File: config.mk
export PLATFORM = sky130hd
export DESIGN_NAME = clipped_pixel_alpha_blend
export DESIGN_NICKNAME = d
export VERILOG_FILES = /design/src/rtl/cpab_pkg.sv /design/src/rtl/clipped_pixel_alpha_blend.sv
export SDC_FILE = /design/constraint.sdc
export NUM_CORES = 2
export LEC_CHECK = 0
export BUFFER_PORTS_ARGS = -buffer_cell sky130_fd_sc_hd__buf_2
export CORE_MARGIN = 2
export CORE_UTILIZATION = 60
export DETAILED_ROUTE_END_ITERATION = 16
export PLACE_DENSITY_LB_ADDON = 0.12
export SLEW_MARGIN = 20
export SYNTH_ARGS = -nofsm -noshare
export SYNTH_HDL_FRONTEND = slang
export SYNTH_SLANG_ARGS = --single-unit
File: constraint.sdc
create_clock -name i_clk -period 12.5 [get_ports i_clk]
set_clock_uncertainty 0.15 [all_clocks]
set_input_delay 0.625 -clock i_clk [delete_from_list [all_inputs] [get_ports i_clk]]
set_output_delay 0.625 -clock i_clk [all_outputs]
set_load 0.02 [all_outputs]
File: src/rtl/cpab_pkg.sv
// Types, constants and helper functions of the clipped pixel alpha blend block
package cpab_pkg;

    localparam int COORD_BITS    = 12;
    localparam int CFG_BITS      = 12;
    localparam int CFG_IDX_BITS  = 3;
    localparam int ADDR_BITS     = 22;
    localparam int RECIP_BITS    = 17;
    localparam int RECIP_SHIFT   = 16;
    localparam int DIV7_BITS     = 14;
    localparam int DIV7_SHIFT    = 16;
    localparam logic [DIV7_BITS-1:0] DIV7_MUL = 14'd9363;

    // Pixel modes
    localparam logic [1:0] MODE_COPY  = 2'd0;
    localparam logic [1:0] MODE_BLEND = 2'd1;

    localparam logic [2:0] ALPHA_FULL = 3'd7;

    // Configuration register indexes
    typedef enum logic [CFG_IDX_BITS-1:0] {
        REG_PIXEL_MODE  = 3'd0,
        REG_CLIP_MIN_X  = 3'd1,
        REG_CLIP_MAX_X  = 3'd2,
        REG_CLIP_MIN_Y  = 3'd3,
        REG_CLIP_MAX_Y  = 3'd4,
        REG_LINE_STRIDE = 3'd5
    } t_cfg_reg;

    // One pixel write request
    typedef struct packed {
        logic signed [COORD_BITS-1:0] pos_x;
        logic signed [COORD_BITS-1:0] pos_y;
        logic [31:0]                  src_argb;
        logic [15:0]                  dst_rgb565;
        logic [2:0]                   dst_alpha;
    } t_pix_in;

    // One pixel write result
    typedef struct packed {
        logic                 write_enable;
        logic [ADDR_BITS-1:0] pixel_address;
        logic [ADDR_BITS-2:0] alpha_byte_address;
        logic                 alpha_low_nibble;
        logic [15:0]          new_rgb565;
        logic [2:0]           new_alpha;
    } t_pix_out;

    // Truncate a 32-bit ARGB colour to RGB565
    function automatic logic [15:0] argb_to_565(input logic [31:0] c);
        return {c[23:19], c[15:10], c[7:3]};
    endfunction

    // Combined alpha s + d - floor(s*d/7); s*d/7 via multiply by 37/256
    function automatic logic [2:0] blend_alpha(input logic [2:0] s, input logic [2:0] d);
        logic [5:0]  p;
        logic [11:0] q;
        logic [3:0]  a;
        p = s * d;
        q = 12'(p) * 12'd37;
        a = 4'(s) + 4'(d) - 4'(q[11:8]);
        return a[2:0];
    endfunction

    // ceil(2^16 / a) for the divisor a = 1..7
    function automatic logic [RECIP_BITS-1:0] recip(input logic [2:0] a);
        logic [RECIP_BITS-1:0] r;
        unique case (a)
            3'd1:    r = 17'd65536;
            3'd2:    r = 17'd32768;
            3'd3:    r = 17'd21846;
            3'd4:    r = 17'd16384;
            3'd5:    r = 17'd13108;
            3'd6:    r = 17'd10923;
            3'd7:    r = 17'd9363;
            default: r = '0;
        endcase
        return r;
    endfunction

endpackage

File: src/rtl/clipped_pixel_alpha_blend.sv
// Top level of the clipped pixel writer with 3-bit alpha blending
//
// Input channel: i_in_valid / o_in_stall carry one pixel write (i_in_data).
// Output channel: o_out_valid / i_out_stall carry one result (o_out_data)
// for every accepted item, in order. An item moves at a clock edge where
// valid is high and stall is low.
// Configuration: i_cfg_we writes i_cfg_data into register i_cfg_index
// (mode, clip window, line stride); write only while the pipeline is empty.
// Stage A loads at the accepting edge and the item moves on through B, C and D
// to o_out_valid. Throughput: one item per clock unless the output stalls.
// The four stages are operand products and row address, weighted products and
// address add, divide by 7 and channel sums, and divide by the combined alpha
// through a reciprocal multiply with packing.
// Reset (synchronous, active low) empties the pipeline and loads the
// configuration defaults: copy mode, window 0..2047 on both axes, stride 720.
// Output stall: the result holds; each stage keeps filling until the stage in
// front of it is full, then o_in_stall rises. Bubbles are squeezed out.
module clipped_pixel_alpha_blend (
    input  logic                                 i_clk,
    input  logic                                 i_rst_n,
    input  logic                                 i_in_valid,
    output logic                                 o_in_stall,
    input  cpab_pkg::t_pix_in                    i_in_data,
    output logic                                 o_out_valid,
    input  logic                                 i_out_stall,
    output cpab_pkg::t_pix_out                   o_out_data,
    input  logic                                 i_cfg_we,
    input  logic [cpab_pkg::CFG_IDX_BITS-1:0]    i_cfg_index,
    input  logic [cpab_pkg::CFG_BITS-1:0]        i_cfg_data
);

    localparam int CB = cpab_pkg::COORD_BITS;
    localparam int AB = cpab_pkg::ADDR_BITS;

    // Control that travels with each item
    typedef struct packed {
        logic        we;
        logic        mix;
        logic [15:0] plain_rgb;
        logic [2:0]  plain_alpha;
        logic [2:0]  mix_alpha;
        logic        x_lsb;
    } t_ctl;

    // Configuration registers; the window ends hold 2048 after reset
    logic [1:0]    r_pixel_mode;
    logic [CB-1:0] r_clip_min_x;
    logic [CB:0]   r_clip_max_x;
    logic [CB-1:0] r_clip_min_y;
    logic [CB:0]   r_clip_max_y;
    logic [CB-1:0] r_line_stride;

    always_ff @(posedge i_clk) begin
        if (!i_rst_n) begin
            r_pixel_mode  <= cpab_pkg::MODE_COPY;
            r_clip_min_x  <= CB'(0);
            r_clip_max_x  <= (CB+1)'(2048);
            r_clip_min_y  <= CB'(0);
            r_clip_max_y  <= (CB+1)'(2048);
            r_line_stride <= CB'(720);
        end else if (i_cfg_we) begin
            unique case (cpab_pkg::t_cfg_reg'(i_cfg_index))
                cpab_pkg::REG_PIXEL_MODE:  r_pixel_mode  <= i_cfg_data[1:0];
                cpab_pkg::REG_CLIP_MIN_X:  r_clip_min_x  <= CB'(i_cfg_data);
                cpab_pkg::REG_CLIP_MAX_X:  r_clip_max_x  <= {1'b0, i_cfg_data};
                cpab_pkg::REG_CLIP_MIN_Y:  r_clip_min_y  <= CB'(i_cfg_data);
                cpab_pkg::REG_CLIP_MAX_Y:  r_clip_max_y  <= {1'b0, i_cfg_data};
                cpab_pkg::REG_LINE_STRIDE: r_line_stride <= CB'(i_cfg_data);
                default: ;
            endcase
        end
    end

    // Stage valid bits and ready chain
    logic r_a_vld, r_b_vld, r_c_vld, r_d_vld;
    logic rdy_a, rdy_b, rdy_c, rdy_d;

    assign rdy_d      = !r_d_vld || !i_out_stall;
    assign rdy_c      = !r_c_vld || rdy_d;
    assign rdy_b      = !r_b_vld || rdy_c;
    assign rdy_a      = !r_a_vld || rdy_b;
    assign o_in_stall = !rdy_a;

    always_ff @(posedge i_clk) begin
        if (!i_rst_n) begin
            r_a_vld <= 1'b0;
            r_b_vld <= 1'b0;
            r_c_vld <= 1'b0;
            r_d_vld <= 1'b0;
        end else begin
            if (rdy_a) r_a_vld <= i_in_valid;
            if (rdy_b) r_b_vld <= r_a_vld;
            if (rdy_c) r_c_vld <= r_b_vld;
            if (rdy_d) r_d_vld <= r_c_vld;
        end
    end

    // Stage A: clip test, mode decode, operand products, row address
    logic signed [CB+1:0] x_ext, y_ext;
    logic               in_win;
    logic [2:0]         sa;
    logic [7:0]         src_ch [3];
    logic [7:0]         old_ch [3];
    t_ctl               n_a_ctl;
    logic [10:0]        n_a_src_s [3];
    logic [10:0]        n_a_old_d [3];
    logic [2*CB-1:0]    row_prod;

    always_comb begin
        x_ext  = {{2{i_in_data.pos_x[CB-1]}}, i_in_data.pos_x};
        y_ext  = {{2{i_in_data.pos_y[CB-1]}}, i_in_data.pos_y};
        in_win = (x_ext >= $signed({2'b00, r_clip_min_x}))
              && (y_ext >= $signed({2'b00, r_clip_min_y}))
              && (x_ext <  $signed({1'b0, r_clip_max_x}))
              && (y_ext <  $signed({1'b0, r_clip_max_y}));
        sa     = i_in_data.src_argb[31:29];

        n_a_ctl.we = in_win && ((r_pixel_mode == cpab_pkg::MODE_COPY)
                 || ((r_pixel_mode == cpab_pkg::MODE_BLEND) && (sa != 3'd0)));
        n_a_ctl.mix = (r_pixel_mode == cpab_pkg::MODE_BLEND) && (sa != cpab_pkg::ALPHA_FULL);
        n_a_ctl.plain_rgb   = cpab_pkg::argb_to_565(i_in_data.src_argb);
        n_a_ctl.plain_alpha = (r_pixel_mode == cpab_pkg::MODE_COPY) ? sa
                                                                     : cpab_pkg::ALPHA_FULL;
        n_a_ctl.mix_alpha   = cpab_pkg::blend_alpha(sa, i_in_data.dst_alpha);
        n_a_ctl.x_lsb       = i_in_data.pos_x[0];

        src_ch[0] = i_in_data.src_argb[23:16];
        src_ch[1] = i_in_data.src_argb[15:8];
        src_ch[2] = i_in_data.src_argb[7:0];
        old_ch[0] = {i_in_data.dst_rgb565[15:11], 3'b000};
        old_ch[1] = {i_in_data.dst_rgb565[10:5], 2'b00};
        old_ch[2] = {i_in_data.dst_rgb565[4:0], 3'b000};
        for (int i = 0; i < 3; i++) begin
            n_a_src_s[i] = 11'(src_ch[i]) * 11'(sa);
            n_a_old_d[i] = 11'(old_ch[i]) * 11'(i_in_data.dst_alpha);
        end

        row_prod = (2*CB)'(i_in_data.pos_y) * (2*CB)'(r_line_stride);
    end

    t_ctl          r_a_ctl;
    logic [2:0]    r_a_sa;
    logic [10:0]   r_a_src_s [3];
    logic [10:0]   r_a_old_d [3];
    logic [AB-1:0] r_a_row;
    logic [CB-1:0] r_a_x;

    always_ff @(posedge i_clk) begin
        if (rdy_a) begin
            r_a_ctl   <= n_a_ctl;
            r_a_sa    <= sa;
            r_a_src_s <= n_a_src_s;
            r_a_old_d <= n_a_old_d;
            r_a_row   <= AB'(row_prod);
            r_a_x     <= i_in_data.pos_x;
        end
    end

    // Stage B: triple product for the overlap term, full pixel address
    logic [cpab_pkg::DIV7_BITS-1:0] n_b_ods [3];
    logic [AB-1:0]                  n_b_addr;

    always_comb begin
        for (int i = 0; i < 3; i++) begin
            n_b_ods[i] = cpab_pkg::DIV7_BITS'(r_a_old_d[i]) * cpab_pkg::DIV7_BITS'(r_a_sa);
        end
        n_b_addr = r_a_row + AB'(r_a_x);
    end

    t_ctl                           r_b_ctl;
    logic [10:0]                    r_b_src_s [3];
    logic [10:0]                    r_b_old_d [3];
    logic [cpab_pkg::DIV7_BITS-1:0] r_b_ods [3];
    logic [AB-1:0]                  r_b_addr;

    always_ff @(posedge i_clk) begin
        if (rdy_b) begin
            r_b_ctl   <= r_a_ctl;
            r_b_src_s <= r_a_src_s;
            r_b_old_d <= r_a_old_d;
            r_b_ods   <= n_b_ods;
            r_b_addr  <= n_b_addr;
        end
    end

    // Stage C: divide the overlap by 7, form the weighted channel sums
    localparam int P7_BITS = 2 * cpab_pkg::DIV7_BITS;
    logic [P7_BITS-1:0] p7 [3];
    logic [11:0]        n_c_num [3];

    always_comb begin
        for (int i = 0; i < 3; i++) begin
            p7[i]      = P7_BITS'(r_b_ods[i]) * P7_BITS'(cpab_pkg::DIV7_MUL);
            n_c_num[i] = 12'(r_b_src_s[i]) + 12'(r_b_old_d[i])
                       - 12'(p7[i][P7_BITS-1:cpab_pkg::DIV7_SHIFT]);
        end
    end

    t_ctl          r_c_ctl;
    logic [11:0]   r_c_num [3];
    logic [AB-1:0] r_c_addr;

    always_ff @(posedge i_clk) begin
        if (rdy_c) begin
            r_c_ctl  <= r_b_ctl;
            r_c_num  <= n_c_num;
            r_c_addr <= r_b_addr;
        end
    end

    // Stage D: divide by the combined alpha, saturate, pack the result
    localparam int PQ_BITS = 12 + cpab_pkg::RECIP_BITS;
    logic [cpab_pkg::RECIP_BITS-1:0] rcp;
    logic [PQ_BITS-1:0]              pq [3];
    logic [PQ_BITS-cpab_pkg::RECIP_SHIFT-1:0] quo [3];
    logic [7:0]                      chan [3];
    cpab_pkg::t_pix_out              n_d_data;

    always_comb begin
        rcp = cpab_pkg::recip(r_c_ctl.mix_alpha);
        for (int i = 0; i < 3; i++) begin
            pq[i]   = PQ_BITS'(r_c_num[i]) * PQ_BITS'(rcp);
            quo[i]  = pq[i][PQ_BITS-1:cpab_pkg::RECIP_SHIFT];
            chan[i] = (quo[i] > (PQ_BITS-cpab_pkg::RECIP_SHIFT)'(255)) ? 8'hff
                                                                       : quo[i][7:0];
        end

        n_d_data = '0;
        if (r_c_ctl.we) begin
            n_d_data.write_enable       = 1'b1;
            n_d_data.pixel_address      = r_c_addr;
            n_d_data.alpha_byte_address = r_c_addr[AB-1:1];
            n_d_data.alpha_low_nibble   = r_c_ctl.x_lsb;
            if (r_c_ctl.mix) begin
                n_d_data.new_rgb565 = {chan[0][7:3], chan[1][7:2], chan[2][7:3]};
                n_d_data.new_alpha  = r_c_ctl.mix_alpha;
            end else begin
                n_d_data.new_rgb565 = r_c_ctl.plain_rgb;
                n_d_data.new_alpha  = r_c_ctl.plain_alpha;
            end
        end
    end

    cpab_pkg::t_pix_out r_d_data;

    always_ff @(posedge i_clk) begin
        if (rdy_d) begin
            r_d_data <= n_d_data;
        end
    end

    assign o_out_valid = r_d_vld;
    assign o_out_data  = r_d_data;

endmodule

==> out/metrics.sh <==
PATH_CLK_SLEW_NS=0.06
VIAS=32800
TNS_NS=0
START_KIND='flip-flop'
DRT-WIRELENGTH-PER-CELL_MICRONS=17.1
WHS_PATH_DEPTH=2
DRV_SLEW=0
TRITONCTS='yes'
SYNTHESIS.YOSYS.WARNINGS=0
PORTBUFFERS=155
DRT-INITIAL-DRC-COUNT=1792
FIN_CRIT_SH=0.695
NUM-FILL-CELLS=6788
WORST_PIN_SLEW_NS=1.01
REGISTER_AREA_SQ_UM=12900
NETLIST.TOP_CELL.BY_AREA='fa_1'
SINK_COUNT_OF_THE_CLOCK_TREE=450
CLOCK_PATH_BUFFERS=3
YOSYS_MOST_USED_DFF='edfxtp_1'
DPL_CELL_AREA_SQ_UM=52500
GLOBAL_ROUTE.OVERFLOW_TOTAL=0
ENDPOINT_KIND='flip-flop'
YOSYSMOSTFREQUENTCELL='inv_1'
OUTCOME='completed'
HOLD_PATH.CLASS='in2reg'
YOSYS_TOP_CELL_AREA_SHARE=0.274
CAP_VIOL_MAX_COUNT=0
NUMBER_OF_ENABLE_FLIP_FLOP_CELLS_AFTER_SYNTHESIS=384
RSZ0062_AT_GRT='false'
REGISTER_TO_REGISTER_PATH_DEPTH=25
YOSYS_REGISTER_BITS=450
TIMING.HOLD.WORST_ENDPOINT='r_a_vld'
FINAL_CELLS=6235
YOSYSUNIQUECELLTYPES=72
POST_ROUTE_CELLS_DRIVE_ABOVE_1_SHARE=0.0641
CLOCK_TREE.HTREE_LEVEL_COUNT=2
ANTENNA_FOUND_INITIAL=3
CRIT_TYPE='reg2reg'
TIMING.CRITICAL_PATH.REQUIRED_NS=12.66
SYNTH-ASYNC-RESET-RATIO=0
GRT_START_MAX_NET_PINS=69
YOSYS-TOP-CELLS-AREA='fa_1 (27%), edfxtp_1 (23%), ha_1 (17%)'
YS_SEQ_AREA_FRAC=0.253
HOLD_VIOL=0
FINAL_ANTENNA_NET_COUNT=0
CLK-INSERTION-DELAY-LATE_NS=0.62
DESIGN.PORTCOUNT=161
CLOCK_TREE.ROOT_CELL='clkbuf_16'
MULTIINPUTGATEAREA_SQ_UM=33100
SETUP_VIOL_COUNT_FINAL=0
ROW_COUNT=106
DIEAREA_SQ_UM=87000
MAX_SLEW_MARGIN=0.329
FINAL_WEIGHTED_CONGESTION_IN_ROUTABILITY_DRIVEN_PLACEMENT=0.934
FMAX_MHz=115
DP.CELLS=6149
FINAL_AREA_SQ_UM=54100
PERIOD_MINUS_SLACK_NS=8.68
WORST-PATH-MAX-FANOUT=44
NETS=6537
GRT_FIRST_PASS_WIRELENGTH_MM=178
DETAILEDPLACEMENTHPWL_MM=86.5
CORE_SQ_UM=83700
AREA_DELTA_SYNTH_FINAL_PCT=6.43
DRTPASS1ITERATIONS=5
NETLIST_AREA_SQ_UM=50800
GRT.TOTAL_USAGE=0.259
CHIPWIDTH_MICRONS=295
ARRIVAL_NS=8.85
SYNTH_TOP_CELLS_BY_COUNT='inv_1 (1,121), fa_1 (696), ha_1 (682)'
FIRST_GLOBAL_VIAS=34500
NUMCTSBUFFERS=47
DIE_H_MICRONS=295
TIMING.HOLD.WORST.START='i_in_valid'
POSTCTSRESIZEDCELLS=0
DRC_ERRORS=0
INITIAL_UTILIZATION=0.607
CTS_SETUP_BUFFERS=0
SYN_AREA_PER_CELL_SQ_UM=10.2
POST_SYNTH_INST_COUNT=4997
CRIT-REG2REG-LAUNCH='r_c_ctl[3]'
POSTCTSHOLDBUFS=0
SYNTHESIS.NETS=6470
CRIT-REG2REG-CAPTURE='o_out_data[11]'
WORST-R2R-SETUP-SLACK_NS=3.82
ROUTED_WL_MM=107
VIASPERCELL=5.27
[cell type report]
cell class,count,area share
clock buffer,51,0.0220
clock inverter,33,0.00666
antenna,2,0.0000926
inverter,1121,0.0778
tap,1134,0.0262
multi-input combinational,3262,0.611
timing repair buffer,182,0.0181
sequential,450,0.238
[worst max-delay path by stage]
stage | startpoint | depth (start not counted) | endpoint | slack, ns
after floorplan | r_c_ctl[2] | 27 | o_out_data[13] | 5.34
after global placement | r_c_ctl[3] | 25 | o_out_data[13] | 4.00
after detailed placement | r_c_ctl[3] | 25 | o_out_data[9] | 3.88
after CTS | r_c_ctl[3] | 25 | o_out_data[11] | 3.87
after global routing | r_c_ctl[3] | 25 | o_out_data[12] | 3.45
final | r_c_ctl[3] | 25 | o_out_data[11] | 3.82
[layout by cell type (no fill, tap or decap), types with 11 or more instances in the layout]
| cell | instances |
|---|---|
| and2_1 | 229 |
| fa_1 | 696 |
| a21oi_1 | 126 |
| o221a_2 | 11 |
| ha_1 | 682 |
| nor2_1 | 106 |
| inv_1 | 1120 |
| or2_2 | 39 |
| buf_2 | 155 |
| nand2b_1 | 44 |
| a21o_1 | 58 |
| or3_1 | 12 |
| edfxtp_1 | 384 |
| o21bai_1 | 28 |
| xor2_1 | 53 |
| dfxtp_1 | 66 |
| xnor2_1 | 123 |
| o21a_1 | 33 |
| a211oi_1 | 12 |
| nand3_1 | 31 |
| buf_4 | 27 |
| nor3_1 | 29 |
| nand2_1 | 632 |
| a21boi_0 | 57 |
| nor2b_1 | 50 |
| clkbuf_16 | 47 |
| and3_1 | 32 |
| o21ai_0 | 74 |
[flip-flops by register name, summed over array words and instances (netlist names), 22 cells and up]
register and flops:
o_out_data 43, r_a_ctl 24, r_a_old_d 25, r_a_row 22, r_a_src_s 33, r_b_addr 22
r_b_ctl 25, r_b_ods 34, r_b_old_d 25, r_b_src_s 33, r_c_addr 22, r_c_ctl 25
r_c_num 36
[worst max-delay path, stage by stage, from the launching register on]
cell and delay [ns]:
edfxtp_1 0.58, buf_4 0.54, o21a_1 0.24, nor2b_2 0.65
buf_4 0.41, and2_1 0.32, inv_1 0.10, fa_1 0.53
fa_1 0.52, inv_1 0.05, fa_1 0.49, fa_1 0.55
inv_1 0.05, fa_1 0.53, inv_1 0.04, ha_1 0.30
a21oi_1 0.13, nor2_1 0.05, a211oi_1 0.27, o41ai_2 0.23
o211ai_2 0.24, a31oi_2 0.14, o21a_1 0.22, or4_1 0.42
a311oi_2 0.50, a21oi_1 0.13
[through the flow]
step / hold WS (ns) / setup WS (ns) / util
6_report: 0.0923 / 3.82 / 0.646
3_3_place_gp: 0.250 / 4.00 / 0.628
3_5_place_dp: 0.255 / 3.88 / 0.628
2_1_floorplan: 0.250 / 5.34 / -
5_1_grt: 0.0660 / 3.45 / 0.646
4_1_cts: 0.0548 / 3.87 / 0.646
[cell families (layout without fill, tap and decap cells)]
| family | count (synthesis) | after routing | share of synthesized area |
|---|---|---|---|
| adders and majority gates | 1378 | 1378 | 0.442 |
| other | 0 | 2 | 0 |
| DFF | 450 | 450 | 0.253 |
| and+or+nand+nor | 1245 | 1245 | 0.116 |
| muxes | 8 | 8 | 0.00160 |
| xor gates and xnor gates | 176 | 176 | 0.0303 |
| buffers and inverters | 1285 | 1387 | 0.0972 |
| AOI/OAI and AO/OA | 455 | 455 | 0.0594 |
[routing by layer]
metal,share of wire,up-vias,track usage
li1,-,15800,-
met1,0.46,16300,0.370
met2,0.48,669,0.431
met3,0.046,128,0.0323
met4,0.017,4,0.0500
met5,0.00017,-,0
Power is not shown: default switching activity piles up to over one toggle a cycle in this logic, so the estimate is an artifact.
